File: src/design/tce_ram.sv
`timescale 1ns / 1ps
// ----------------------------------------------------------------------------
// tce_ram
// Generic single-port-write, single-port-read RAM with registered read.
// ----------------------------------------------------------------------------
module tce_ram #(
  parameter int unsigned WIDTH = 8,
  parameter int unsigned DEPTH = 16
) (
  input  logic                     clk_i,
  input  logic                     we_i,
  input  logic [$clog2(DEPTH)-1:0] waddr_i,
  input  logic [WIDTH-1:0]         wdata_i,
  input  logic [$clog2(DEPTH)-1:0] raddr_i,
  output logic [WIDTH-1:0]         rdata_o
);

  logic [WIDTH-1:0] mem_q [DEPTH];
  logic [WIDTH-1:0] rdata_q;

  always_ff @(posedge clk_i) begin
    if (we_i) begin
      mem_q[waddr_i] <= wdata_i;
    end
    rdata_q <= mem_q[raddr_i];
  end

  assign rdata_o = rdata_q;

endmodule

File: config.mk
export PLATFORM = sky130hd
export DESIGN_NAME = tce_ram
export DESIGN_NICKNAME = d
export VERILOG_FILES = /design/src/design/tce_ram.sv
export SDC_FILE = /design/constraint.sdc
export NUM_CORES = 1
export LEC_CHECK = 0
export ABC_AREA = 1
export BUFFER_PORTS_ARGS = -buffer_cell sky130_fd_sc_hd__buf_4
export CAP_MARGIN = 40
export CORE_MARGIN = 2
export CORE_UTILIZATION = 35
export CTS_CLUSTER_DIAMETER = 120
export DETAILED_ROUTE_END_ITERATION = 12
export PLACE_DENSITY = 0.53
export SETUP_SLACK_MARGIN = 0.1
export SYNTH_ARGS = -nofsm -noshare
export SYNTH_HDL_FRONTEND = slang
export SYNTH_SLANG_ARGS = --single-unit
File: constraint.sdc
create_clock -name clk_i -period 1.83 [get_ports clk_i]
set_clock_uncertainty 0.1 [all_clocks]
set_input_delay 0.366 -clock clk_i [delete_from_list [all_inputs] [get_ports clk_i]]
set_output_delay 0.366 -clock clk_i [all_outputs]
set_load 0.005 [all_outputs]
==> results of run 1 <==
power by group through the flow:
stage | sequential [mW] | clock, mW | combinational, mW
2_1_floorplan | 3.57 | 0 | 0.246
3_3_place_gp | 3.57 | 0 | 0.456
3_5_place_dp | 3.57 | 0 | 0.458
4_1_cts | 3.51 | 3.75 | 0.460
5_1_grt | 3.51 | 3.88 | 0.504
6_report | 3.50 | 3.70 | 0.454
cell families after synthesis:
kind of cell,after synthesis
buf+inv,126
flops,136
simple gates,289
per-layer routing:
layer,vias to the layer above,wire (um),track usage
met2,93,6040,0.238
li1,1857,-,-
met4,0,291,0.0687
met1,1763,6310,0.229
met5,-,0,0
met3,19,675,0.0346
registers in the layout (all words and copies together) (netlist names):
signal and cells:
rdata_o 8, mem_q 128
cells in the final DEF, fill, tap and decap left out:
cell type     n
clkinv_2      4
clkbuf_8      1
bufinv_16     5
buf_12        3
nand3_1      97
clkinv_4      1
nor2_1       17
clkbuf_1      1
nand2_1     173
nand3b_1      2
clkbuf_16    17
clkinvlp_4    3
inv_1       100
edfxtp_1    128
inv_2         2
buf_4        43
dfxtp_1       8
stage by stage:
stage,std cells,hold slack [ps],setup WS (ps),util
CTS,821,168,412,0.431
global route,821,174,415,0.431
global placement,789,535,103,0.391
detailed placement,789,540,81.7,0.391
floorplan,551,365,413,-
finish,821,176,441,0.431
cell type report:
class                           instances  area (um^2)  share of cell area
Sequential cell                       136         4000               0.580
Multi-Input combinational cell        289         1210               0.176
Inverter                              102          383              0.0555
Clock buffer                           19          443              0.0642
Timing Repair Buffer                   46          383              0.0555
Clock inverter                         13          201              0.0292
Tap cell                              216          270              0.0392
how the worst min path moves through the flow:
| stage | from | end | slack (ps) |
|---|---|---|---|
| final | raddr_i[3] | rdata_o[5]$_DFF_P_ | 180 |
| after global routing | raddr_i[3] | rdata_o[5]$_DFF_P_ | 170 |
| after CTS | raddr_i[3] | rdata_o[5]$_DFF_P_ | 170 |
| after detailed placement | mem_q[12][5]$_DFFE_PP_ | rdata_o[5]$_DFF_P_ | 540 |
| after global placement | mem_q[12][5]$_DFFE_PP_ | rdata_o[5]$_DFF_P_ | 530 |
| after floorplan | wdata_i[0] | mem_q[0][0]$_DFFE_PP_ | 360 |
==> flow_summary.yaml, run 1 <==
floorplan:
  dieArea_um2: 17500
  start_util: 0.360
  ios: 26
  coreArea_um2: 16000
  chipWidth_um: 132
  die_h_um: 132
  fp-row-count: 46
place:
  dp_hpwl_um: 8110
  dpl_cell_area_um2: 6250
  port-buffer-count: 25
  place.gp.congestion: 0.784
clocking:
  numCtsBuffers: 17
  insertion_delay_ps: 420
  cts_sinks: 136
  cts_tree: "built"
  cts_setup_buffers: 0
  ctsRootBufferMaster: "clkbuf_16"
  htreeDepth: 4
  holdBufCountCts: 0
  cts_resized: 0
  clk_path_buf_depth: 2
  clk_pin_slew_ps: 60
min_path:
  hp-class: "in -> reg"
  min_path_cells: 3
synthesis:
  synth_xor_area_frac: 0
  synth_top_area_frac: 0.667
  syn_area_um2: 5770
  synthDistinctLibCells: 12
  ys_warn_count: 0
  synthAdderAreaFrac: 0
  synthTopCellsByCount: "173 x nand2_1, 128 x edfxtp_1, 100 x inv_1"
  synth_area_leaders: "edfxtp_1 67%, nand2_1 11%, nand3_1 8.4%"
  synth_edf_count: 128
  synthesis.nets: 569
  synth_compound_area_frac: 0
  synth_area_leader_cell: "edfxtp_1"
  synthCells: 551
  ys_seq_area_frac: 0.694
  synthMuxAreaShare: 0
  synth_most_common_cell: "nand2_1"
  synth_ff_type: "edfxtp_1"
  yosys_register_bits: 136
  synth_top_family_by_area: "simple AND/OR/NAND/NOR gates"
  async_flop_share: 0
  syn_area_per_cell_um2: 10.5
  synth_simple_gate_area_frac: 0.210
setup_path:
  criticalPathCategory: "reg -> out"
  critPathBufInv: 1
  crit_path_start: "rdata_o[5]$_DFF_P_"
  crit_slowest_cell: "dfxtp_1"
  crit_required_ps: 1360
  arrival_ps: 920
  slowest_delay_ps: 370
  crit_path_start_kind: "register"
  r2r_slack_ps: 660
  reg2reg_to: "rdata_o[0]$_DFF_P_"
  path_max_fanout: 1
  endpoint_kind: "output port"
  crit_end: "rdata_o[5]"
  cp.depth: 1
  r2r-start: "mem_q[3][0]$_DFFE_PP_"
  cp_cell_sequence: "buf_4"
  path_delay_family: "flip-flops"
  r2r_cells: 6
finish:
  drive_above_1_share: 0.131
  layout.nets: 610
  areaGrowthSynthToFinish_pct: 19.6
  fillCellCount: 1535
  antenna_cells: 0
  fin_area_um2: 6900
global_route:
  antenna_found_initial: 0
  grt_max_degree: 65
  grt_pass1_vias: 3632
  grt_usage: 0.161
  grt_overflow: 0
  grt_pass1_wl_um: 21000
detailed_routing:
  ant_nets: 0
  vias: 3732
  drc: 0
  wl_per_cell_um: 16.2
  avgViaCountPerCell: 4.55
  wl_um: 13300
  dr.pass1.iters: 4
  first_iter_violations: 371
power_and_ir_drop:
  power_density_nw_per_um2: 1110
  p_clk_frac: 0.483
  netSwitchingFraction: 0.207
  p_int_mw: 6.07
  switchingPower_mw: 1.58
  combPwrFrac: 0.059
  irDropWorstVdd_uv: 723
  finalPower_mw: 7.66
  leakage_nw: 2.97
  seqPwrFrac: 0.458
sta:
  min_period_over_period: 0.759
  fmax_mhz: 720
  final-max-slew-violation-count: 0
  finalCriticalPeriod_ps: 1390
  finalSetupViolCount: 0
  rsz0062_at_grt: "no"
  relSlewSlack: 0.613
  setup_tns_ps: 0
  hold_violations: 0
  worst_pin_slew_ps: 581
flow_run:
  max_cap_viol_count: 0
outcome:
  outcome: "finished clean"
No activity file was read; power rests on OpenSTA's default activity.
==> run 2: changes to the inputs <==
PLACE_DENSITY = 0.55   (was 0.53)
clock period = 1.2 ns   (was 1.83 ns; I/O delays follow)
==> run 2 against run 1 <==
The flow now finishes with violations (negative setup slack); sequential cell count did not move; total power grew 48%; global-route usage down 0.15 points; worst hold slack lost 130 ps; combinational power is 86% higher; sequential share of layout area decreased by 2.9 points; critical path type unchanged.
==> flow_summary.yaml, run 2 (same netlist as run 1, synthesis figures left out) <==
outcome:
  outcome: "complete, but fails checks"
  violations: "negative setup slack"
finish:
  multi_input_area_um2: 1480
  largest_reg_flops: 128
  areaGrowthSynthToFinish_pct: 26.4
  regMostFlops: "mem_q"
  final_common_cell: "nand2_1"
  drive_above_1_share: 0.243
  final_core_util: 0.455
  final_cell_mix: "171 x nand2_1, 128 x edfxtp_1, 98 x inv_1"
  fin_area_um2: 7290
  antenna_cells: 0
  fillCellCount: 1482
  regArea_um2: 4020
  layout.nets: 618
global_route:
  grt_pass1_vias: 3720
  grt_overflow: 0
  antenna_found_initial: 0
  grt_usage: 0.160
  grt_max_degree: 33
  grt_pass1_wl_um: 20800
detailed_routing:
  ant_nets: 0
  avgViaCountPerCell: 4.68
  wl_per_cell_um: 16.3
  first_iter_violations: 290
  wl_um: 13500
  drc: 0
  dr.pass1.iters: 4
  vias: 3878
clocking:
  holdBufCountCts: 0
  cts_sinks: 136
  ctsRootBufferMaster: "clkbuf_16"
  insertion_delay_ps: 420
  clk_path_buf_depth: 2
  cts_tree: "built"
  htreeDepth: 4
  clk_pin_slew_ps: 50
  numCtsBuffers: 17
power_and_ir_drop:
  leakage_nw: 3.08
  irDropWorstVdd_uv: 952
  finalPower_mw: 11.4
  power_density_nw_per_um2: 1560
floorplan:
  fp-row-count: 46
  dieArea_um2: 17500
  start_util: 0.360
  coreArea_um2: 16000
  chipWidth_um: 132
  die_h_um: 132
  ios: 26
sta:
  rsz0062_at_grt: "yes"
  worst_pin_slew_ps: 379
  finalCriticalPeriod_ps: 1230
  hold_violations: 0
  relSlewSlack: 0.747
  setup_tns_ps: -70.1
  setup_ws_ps: -31.8
  fmax_mhz: 812
  final-max-slew-violation-count: 0
  min_period_over_period: 1.03
  finalSetupViolCount: 4
place:
  dp_hpwl_um: 8820
  dpl_cell_area_um2: 6480
  place.gp.congestion: 0.832
  port-buffer-count: 25
setup_path:
  critPathBufInv: 1
  criticalPathCategory: "reg -> out"
  crit_slowest_cell: "dfxtp_4"
  arrival_ps: 890
  path_max_fanout: 1
  cp.depth: 1
  endpoint_kind: "output port"
  cp_cell_sequence: "buf_6"
  crit_required_ps: 860
  path_delay_family: "flip-flops"
  crit_path_start_kind: "register"
  r2r_cells: 6
  slowest_delay_ps: 360
flow_run:
  max_cap_viol_count: 0
min_path:
  min_path_cells: 3
  hp-class: "in -> reg"
-- run 2: cell types whose count changed in the layout (fill, tap and decap cells not counted), moves of 7 or more --
| cell | change |
|---|---|
| nand3_1 | -35 |
| nand3_2 | +35 |
| nor2_1 | -17 |
| nor2_2 | +9 |
| buf_6 | +8 |
| dfxtp_1 | -8 |
| nor2_4 | +8 |
| dfxtp_2 | +7 |
-- run 2: tightest hold or removal path: cells and delay by family --
| family | cells | cell delay (ps) |
|---|---|---|
| AND/OR/NAND/NOR | 2 | 130 |
| buffers and inverters | 1 | 160 |
-- run 2: path summary, 6_finish.rpt --
kind	startpoint	to	slack [ps]
worst max-delay path	rdata_o[2]$_DFF_P_	rdata_o[2]	-30
worst min-delay path	raddr_i[3]	rdata_o[2]$_DFF_P_	50
worst max register to register	mem_q[5][2]$_DFFE_PP_	rdata_o[2]$_DFF_P_	150
worst min register to register	mem_q[12][2]$_DFFE_PP_	rdata_o[2]$_DFF_P_	580
-- run 2: where the power goes --
group | total, mW | leakage [nW] | switching (mW) | internal [mW]
Combinational | 0.843 | 1.58 | 0.523 | 0.320
Sequential | 5.36 | 1.22 | 0.0454 | 5.32
Clock | 5.15 | 0.273 | 1.92 | 3.23
-- run 2: stage by stage --
stage	hold WS [ps]	std cells	setup slack [ps]
floorplan	239	551	-13.6
global placement	474	797	-217
detailed placement	481	797	-240
CTS	38.2	829	-41.7
global route	55.6	829	-38.6
finish	48.7	829	-31.8
-- run 2: routing by layer --
layer	global-route usage	wire length [um]
met1	0.208	5960
met2	0.250	6540
met3	0.0319	512
met4	0.0890	467
met5	0	0
-- run 2: final cells by class --
| cell class | instances | share of cell area |
|---|---|---|
| Clock buffer | 18 | 0.0589 |
| Clock inverter | 14 | 0.0218 |
| Inverter | 102 | 0.0525 |
| Multi-Input combinational cell | 289 | 0.203 |
| Sequential cell | 136 | 0.551 |
| Tap cell | 216 | 0.0371 |
| Timing Repair Buffer | 54 | 0.0752 |
-- run 2: timing repair --
action / CTS / global route
setup buffers: 0 / 0
resized for setup: 17 / 37
pin swaps: 0 / 16
setup endpoints to repair: 11 / 16
