`config.mk`:
```
export PLATFORM = sky130hd
export DESIGN_NAME = tce_muldiv
export DESIGN_NICKNAME = d
export VERILOG_FILES = /design/src/design/tce_muldiv.sv
export SDC_FILE = /design/constraint.sdc
export NUM_CORES = 1
export LEC_CHECK = 0
export ABC_AREA = 1
export BUFFER_PORTS_ARGS = -buffer_cell sky130_fd_sc_hd__clkbuf_2
export CAP_MARGIN = 15
export CORE_MARGIN = 10
export CORE_UTILIZATION = 45
export DETAILED_ROUTE_END_ITERATION = 8
export GPL_TIMING_DRIVEN = 0
export PLACE_DENSITY_LB_ADDON = 0.12
export RECOVER_POWER = 25
export SYNTH_ARGS = -nofsm -noshare
export SYNTH_HDL_FRONTEND = slang
export SYNTH_SLANG_ARGS = --single-unit
```
`constraint.sdc`:
```
create_clock -name clk_i -period 5.4 [get_ports clk_i]
set_clock_uncertainty 0.2 [all_clocks]
set_input_delay 0.54 -clock clk_i [delete_from_list [all_inputs] [get_ports clk_i]]
set_output_delay 0.54 -clock clk_i [all_outputs]
set_load 0.02 [all_outputs]
```
`src/design/tce_muldiv.sv`:
```
`timescale 1ns / 1ps
// ----------------------------------------------------------------------------
// tce_muldiv
// Bit-serial exact 64x64 product followed by restoring 128/64 division.
// ----------------------------------------------------------------------------
module tce_muldiv (
  input  logic        clk_i,
  input  logic        rst_ni,
  input  logic        start_i,
  input  logic [63:0] a_i,
  input  logic [63:0] b_i,
  input  logic [63:0] d_i,
  output logic        busy_o,
  output logic        done_o,
  output logic [63:0] q_o
);

  logic         busy_q, busy_d, div_q, div_d, done_q, done_d;
  logic [6:0]   cnt_q, cnt_d;
  logic [63:0]  a_q, a_d, d_q, d_d, r_q, r_d;
  logic [127:0] p_q, p_d;
  logic [64:0]  sum;
  logic [63:0]  rr;
  logic         ge;

  always_comb begin
    sum = {1'b0, p_q[127:64]} + (p_q[0] ? {1'b0, a_q} : 65'd0);
    rr  = {r_q[62:0], p_q[127]};
    ge  = rr >= d_q;
    busy_d = busy_q;
    div_d  = div_q;
    done_d = 1'b0;
    cnt_d  = cnt_q;
    a_d    = a_q;
    d_d    = d_q;
    r_d    = r_q;
    p_d    = p_q;
    if (start_i && !busy_q) begin
      busy_d = 1'b1;
      div_d  = 1'b0;
      cnt_d  = 7'd0;
      a_d    = a_i;
      d_d    = d_i;
      r_d    = 64'd0;
      p_d    = {64'd0, b_i};
    end else if (busy_q && !div_q) begin
      p_d   = {sum, p_q[63:1]};
      cnt_d = cnt_q + 7'd1;
      if (cnt_q == 7'd63) begin
        div_d = 1'b1;
        cnt_d = 7'd0;
      end
    end else if (busy_q) begin
      p_d   = {p_q[126:0], ge};
      r_d   = ge ? rr - d_q : rr;
      cnt_d = cnt_q + 7'd1;
      if (cnt_q == 7'd127) begin
        busy_d = 1'b0;
        done_d = 1'b1;
      end
    end
  end

  always_ff @(posedge clk_i or negedge rst_ni) begin
    if (!rst_ni) begin
      busy_q <= 1'b0;
      div_q  <= 1'b0;
      done_q <= 1'b0;
      cnt_q  <= 7'd0;
    end else begin
      busy_q <= busy_d;
      div_q  <= div_d;
      done_q <= done_d;
      cnt_q  <= cnt_d;
    end
  end

  always_ff @(posedge clk_i) begin
    a_q <= a_d;
    d_q <= d_d;
    r_q <= r_d;
    p_q <= p_d;
  end

  assign busy_o = busy_q;
  assign done_o = done_q;
  assign q_o    = p_q[63:0];

endmodule

```
==> results.toml, run 1 <==
[outcome]
run_status = "finished clean"

[timing]
setup_violations = 0
finalWorstSetupSlack_ns = 0.921
worst_pin_slew_ns = 1.19
max_freq_ghz = 0.223
post-route-period-util_pct = 82.9
hold_viol_final = 0
setup_tns_ns = 0
maxSlewHeadroom_pct = 20.4
drv_slew = 0
fin_crit_ns = 4.48
rsz0062_at_grt = "false"

[worst_setup_path]
path_class = "reg2reg"
r2r_slack_ns = 0.92
worstSetupEndpointType = "flop"
arrival_ns = 4.69
worst_setup_path_start_kind = "flop"
cp_max_fo = 10
worstPathRequired_ns = 5.62

[power]
p_clk_share_pct = 16.7
p_sw_share_pct = 49.0
combPwrFrac_pct = 59.1
seqPwrFrac_pct = 24.2
switching_power_uw = 7980
worst_ir_drop_vdd_v = 0.000307
power.density_nw_per_um2 = 541
p_total_uw = 16300
p_int_uw = 8320
p_leak_uw = 0.0155

[synth]
synth_cell_types = 44
postSynthCellCount = 3879
yosysWarnings = 0
ys_ff_latch = 329
synth_seq_area_share_pct = 33.9
synth_nets = 4205
ys.flop_type = "edfxtp_1"
synth_area_sq_um = 25200
synth-edff-count = 192
postSynthAreaPerCell_sq_um = 6.50
async_reset_ff_share_pct = 3.04

[finish]
stdcell_area_sq_um = 30100
final_common_cell = "nand2_1"
final_nets = 4637
mostFrequentLayoutCells = "1278 x nand2_1, 786 x inv_1, 283 x nor2_1, 237 x a21oi_1, 237 x clkbuf_2"
fill_cells = 5817
area_growth_pct = 19.4
layout-drive-gt1-share_pct = 9.93
final_util_pct = 54.4

[hold_path]
hold_path.class = "in2reg"

[clocking]
cts.sinks = 329
cts_hold_buffers = 129
post_cts_buffers = 0
numCtsBuffers = 39
cts_max_level = 2
path_clk_slew_ns = 0.06
clockRootBuffer = "clkbuf_16"
tritoncts = "done"
cts_resized = 0
clk_path_buf_depth = 3
clock_latency_ns = 0.58

[routing]
drc = 0
post_drt_via_cell_ratio = 5.03
dr.pass1.iters = 6
postRouteAntennaNets = 0
wl_per_cell_microns = 18.1
drt-initial-drc-count = 2320
drt-total-wl_microns = 92200
num_vias = 25602

[floorplan]
io_pins = 261
dieWidth_microns = 257
dieArea_sq_um = 65900
start_util_pct = 45.6
coreArea_sq_um = 55300
rows = 86
die_h_microns = 257

[global_routing]
grt_pass1_vias = 24380
antenna_found_initial = 1
grt_pass1_wl_microns = 141000
grt_use_total_pct = 27.1
grt.overflow.total = 0
grt_max_degree = 95

[placement]
io_buffers = 260
dp_hpwl_microns = 73400
gp_congestion = 1.00
dp_slack_ns = 1.05
placed_cell_area_sq_um = 27500

[run]
maxCapViolations = 0
-- final cells by class --
class,instances,area [sq um],share of cell area (%)
antenna,2,5.00,0.0166
sequential,329,8560,28.4
tap,748,936,3.11
timing repair buffer,391,2620,8.70
clock buffer,54,1100,3.67
buffer,155,877,2.91
inverter,818,3070,10.2
multi-input combinational,2577,12700,42.3
clock inverter,18,209,0.694
-- cells by family after synthesis --
group / count (synthesis) / synth area share (%)
fa+ha+maj: 131 / 6.56
flops: 329 / 33.9
xor+xnor: 41 / 1.42
buf+inv: 973 / 15.6
compound gates: 480 / 11.1
simple gates: 1925 / 31.4
-- synth_stat cells (4+ instances only) --
cell type,instances,area share (%)
xnor2_1,28,0.97
edfxtp_1,192,23
nand3_1,223,4.4
o21a_1,8,0.24
buf_4,64,1.9
a21oi_1,237,4.7
inv_1,786,12
o21ai_0,97,1.9
o22ai_1,27,0.67
nand2_1,1278,19
o211ai_1,9,0.27
dfxtp_1,127,10
o21bai_1,14,0.42
ha_1,129,6.4
o221ai_1,62,2.2
clkbuf_1,64,0.95
nor2_2,6,0.15
nand4_1,24,0.60
nor3_1,29,0.58
xor2_1,13,0.45
buf_2,12,0.24
a31oi_1,16,0.40
inv_2,28,0.42
dfrtp_1,10,0.99
or2_2,6,0.15
clkinv_1,4,0.060
a21o_1,4,0.12
nor2_1,283,4.2
buf_1,12,0.18
nand2_2,6,0.15
nand3b_1,62,1.8
-- registers in the layout (all words and copies together), names as in the netlist --
signal	count
div_q	1
done_o	1
a_q	64
d_q	64
cnt_q	7
busy_o	1
r_q	63
p_q	128
-- critical path, cell delays in order (launching register included) --
cell	delay, ns
edfxtp_1	0.37
clkbuf_1	0.78
clkbuf_1	0.40
nand2_1	0.09
inv_1	0.07
ha_1	0.32
nand2_1	0.16
nor2_1	0.12
inv_1	0.07
nor2_1	0.13
inv_1	0.09
nor3_1	0.46
nand3_1	0.15
nand3_1	0.15
nor2_1	0.05
o21ai_0	0.57
nand2_1	0.11
-- routing by layer --
metal / routed length (microns) / track usage, % / vias up / part of all wire (%)
li1: - / - / 13014 / -
met1: 43600 / 39.0 / 11579 / 47
met2: 38400 / 40.7 / 908 / 42
met4: 1980 / 6.31 / 0 / 2.1
met3: 8300 / 5.77 / 101 / 9.0
met5: 0 / 0 / - / 0
-- stage by stage --
step / std cells / hold WS, ns
global route: 5091 / 0.0441
finish: 5092 / 0.0421
detailed placement: 4889 / 0.227
floorplan: 3879 / 0.0444
global placement: 4887 / 0.227
CTS: 5090 / 0.0137
-- final timing paths --
path,startpoint,to,depth (start not counted)
max,p_q[0]$_DFFE_PP_,p_q[108]$_SDFFE_PP0P_,16
min,b_i[59],p_q[59]$_DFFE_PP_,3
max reg2reg,p_q[0]$_DFFE_PP_,p_q[108]$_SDFFE_PP0P_,16
min reg2reg,p_q[109]$_SDFFE_PP0P_,p_q[109]$_SDFFE_PP0P_,2
max in group asynchronous,rst_ni,done_o$_DFF_PN0_,2
min in group asynchronous,rst_ni,cnt_q[4]$_DFFE_PN0P_,2
-- power groups by stage --
stage | clock, uW | combinational [uW] | sequential, uW
2_1_floorplan | 0 | 6690 | 3830
4_1_cts | 2780 | 9480 | 3930
3_5_place_dp | 0 | 9360 | 3970
6_report | 2720 | 9630 | 3940
3_3_place_gp | 0 | 9310 | 3970
5_1_grt | 2870 | 10700 | 4030
(Power assumes the default switching activity.)
==> inputs of run 2 (changes only) <==
==> constraint.sdc (replaced) <==
create_clock -name clk_i -period 4.1 [get_ports clk_i]
set_clock_uncertainty 0.2 [all_clocks]
set_input_delay 0.41 -clock clk_i [delete_from_list [all_inputs] [get_ports clk_i]]
set_output_delay 0.41 -clock clk_i [all_outputs]
set_load 0.02 [all_outputs]
==> run 2 against run 1 <==
Global-route usage rose by 0.37 points. Total power up 32%. Cell area is 2.2% higher. Worst setup slack worse by 0.68 ns. Clock power grew 32%. Critical path depth down 11. Sequential power up 32%. Worst hold slack improved by 0.10 ns. Utilization up 1.2 points. Register-to-register slack worse by 0.68 ns. Critical path type unchanged. Largest power group unchanged.
==> results.toml, run 2 (same netlist as run 1, synthesis figures left out) <==
[worst_setup_path]
cp_max_fo = 94
ff2ff_path_depth = 5
worstSetupEndpointType = "flop"
worst_setup_path_start_kind = "flop"
worstPathRequired_ns = 4.12
path_class = "reg2reg"
arrival_ns = 3.87
rr_startpoint = "busy_o$_DFFE_PN0P_"
r2r_slack_ns = 0.24
rr_endpoint = "d_q[15]$_DFFE_PP_"

[floorplan]
dieWidth_microns = 257
dieArea_sq_um = 65900
start_util_pct = 45.6
die_h_microns = 257
io_pins = 261
rows = 86
coreArea_sq_um = 55300

[routing]
drt-total-wl_microns = 93700
drt-initial-drc-count = 2340
drc = 0
wl_per_cell_microns = 18.2
post_drt_via_cell_ratio = 5.03
dr.pass1.iters = 6
num_vias = 25970
postRouteAntennaNets = 0

[clocking]
tritoncts = "done"
cts_max_level = 2
clk_path_buf_depth = 3
numCtsBuffers = 39
clock_latency_ns = 0.58
cts.sinks = 329
cts_resized = 0
path_clk_slew_ns = 0.06
clockRootBuffer = "clkbuf_16"

[timing]
hold_viol_final = 0
worst_pin_slew_ns = 1.22
fin_crit_ns = 3.86
setup_tns_ns = 0
setup_violations = 0
post-route-period-util_pct = 94.0
maxSlewHeadroom_pct = 18.4
max_freq_ghz = 0.259
drv_slew = 0
rsz0062_at_grt = "false"

[finish]
final-instance-count-excl-fill = 5159
top_register = "p_q"
mostFrequentLayoutCells = "1278 x nand2_1, 786 x inv_1, 283 x nor2_1, 237 x a21oi_1, 236 x clkbuf_2"
layout-drive-gt1-share_pct = 9.82
final_common_cell = "nand2_1"
multi_input_area_sq_um = 12700
fill_cells = 5711
largest_reg_flops = 128
area_growth_pct = 22.1
final_nets = 4703
reg_top3 = "p_q: 128 flops, a_q: 64 flops, d_q: 64 flops"
seqCellArea_sq_um = 8560
final_util_pct = 55.6

[placement]
io_buffers = 260
dp.cells = 4889
gp_congestion = 1.00
dp_hpwl_microns = 73400

[power]
p_leak_uw = 0.0158
worst_ir_drop_vdd_v = 0.000404
power.density_nw_per_um2 = 701

[global_routing]
antenna_found_initial = 3
grt_max_degree = 95
grt_pass1_wl_microns = 143000
grt_pass1_vias = 24741
grt_use_total_pct = 27.5
grt.overflow.total = 0

[outcome]
run_status = "finished clean"

[hold_path]
hold_path.class = "in2async"

[run]
maxCapViolations = 0
==> run 2: changes by cell type in the layout (fill, tap and decap cells not counted), sizes merged <==
cell / delta
dlygate4sd3: +64
buf: +3
clkbuf: -1
diode: +1
==> run 2: layout make-up <==
type | count | share of cell area [%]
inverters | 818 | 9.98
clock buffers | 54 | 3.59
diodes | 3 | 0.0244
plain buffers | 154 | 2.84
repair buffers | 458 | 10.7
flip-flops and latches | 329 | 27.8
clock inverters | 18 | 0.679
multi-input cells | 2577 | 41.3
well taps | 748 | 3.04
==> run 2: worst max-delay path by stage <==
stage	cells after the start	slack (ns)	to	start
after floorplan	5	0.49	p_q[86]$_SDFFE_PP0P_	busy_o$_DFFE_PN0P_
after global placement	4	-1.53	d_q[18]$_DFFE_PP_	busy_o$_DFFE_PN0P_
after detailed placement	16	-0.25	p_q[108]$_SDFFE_PP0P_	p_q[0]$_DFFE_PP_
after CTS	5	0.21	d_q[36]$_DFFE_PP_	busy_o$_DFFE_PN0P_
after global routing	5	0.1	d_q[27]$_DFFE_PP_	busy_o$_DFFE_PN0P_
final	5	0.24	d_q[15]$_DFFE_PP_	busy_o$_DFFE_PN0P_
==> run 2: per-stage QoR <==
stage | area, sq um | power, uW | setup slack, ns | hold slack (ns)
after detailed placement | 27500 | 17600 | -0.246 | 0.0968
final | 30800 | 21600 | 0.244 | 0.142
after global routing | 30800 | 23300 | 0.0962 | 0.193
after CTS | 30800 | 21400 | 0.210 | 0.0294
after global placement | 27500 | 17500 | -1.53 | 0.0972
after floorplan | 25200 | 13900 | 0.492 | -0.0856
==> run 2: timing repair <==
| item | 4_1_cts | 5_1_grt |
|---|---|---|
| buffers inserted | 3 | 0 |
| setup endpoints to repair | 8 | 0 |
| endpoints found under the hold margin | 202 | 0 |
| hold buffers | 193 | 0 |
==> run 2: metal layers <==
metal / wire (microns) / share of wire (%) / global-route usage (%)
met3: 7620 / 8.1 / 5.52
met5: 0 / 0 / 0
met2: 39000 / 42 / 41.5
met4: 2350 / 2.5 / 6.84
met1: 44700 / 48 / 39.5
==> run 2: report_power, final <==
group	switching, uW	internal (uW)	total, uW	leakage [uW]
sequential	635	4560	5200	0.00310
clock	1490	2090	3580	0.000643
combinational	8430	4360	12800	0.0121
total	10600	11000	21600	0.0158
==> run 2: worst max-delay path: stages (launching register included) <==
cell and delay, ns:
dfrtp_1 0.37, clkbuf_1 0.24, nor2_1 0.65, clkbuf_1 0.96, clkbuf_8 0.55, buf_16 0.40
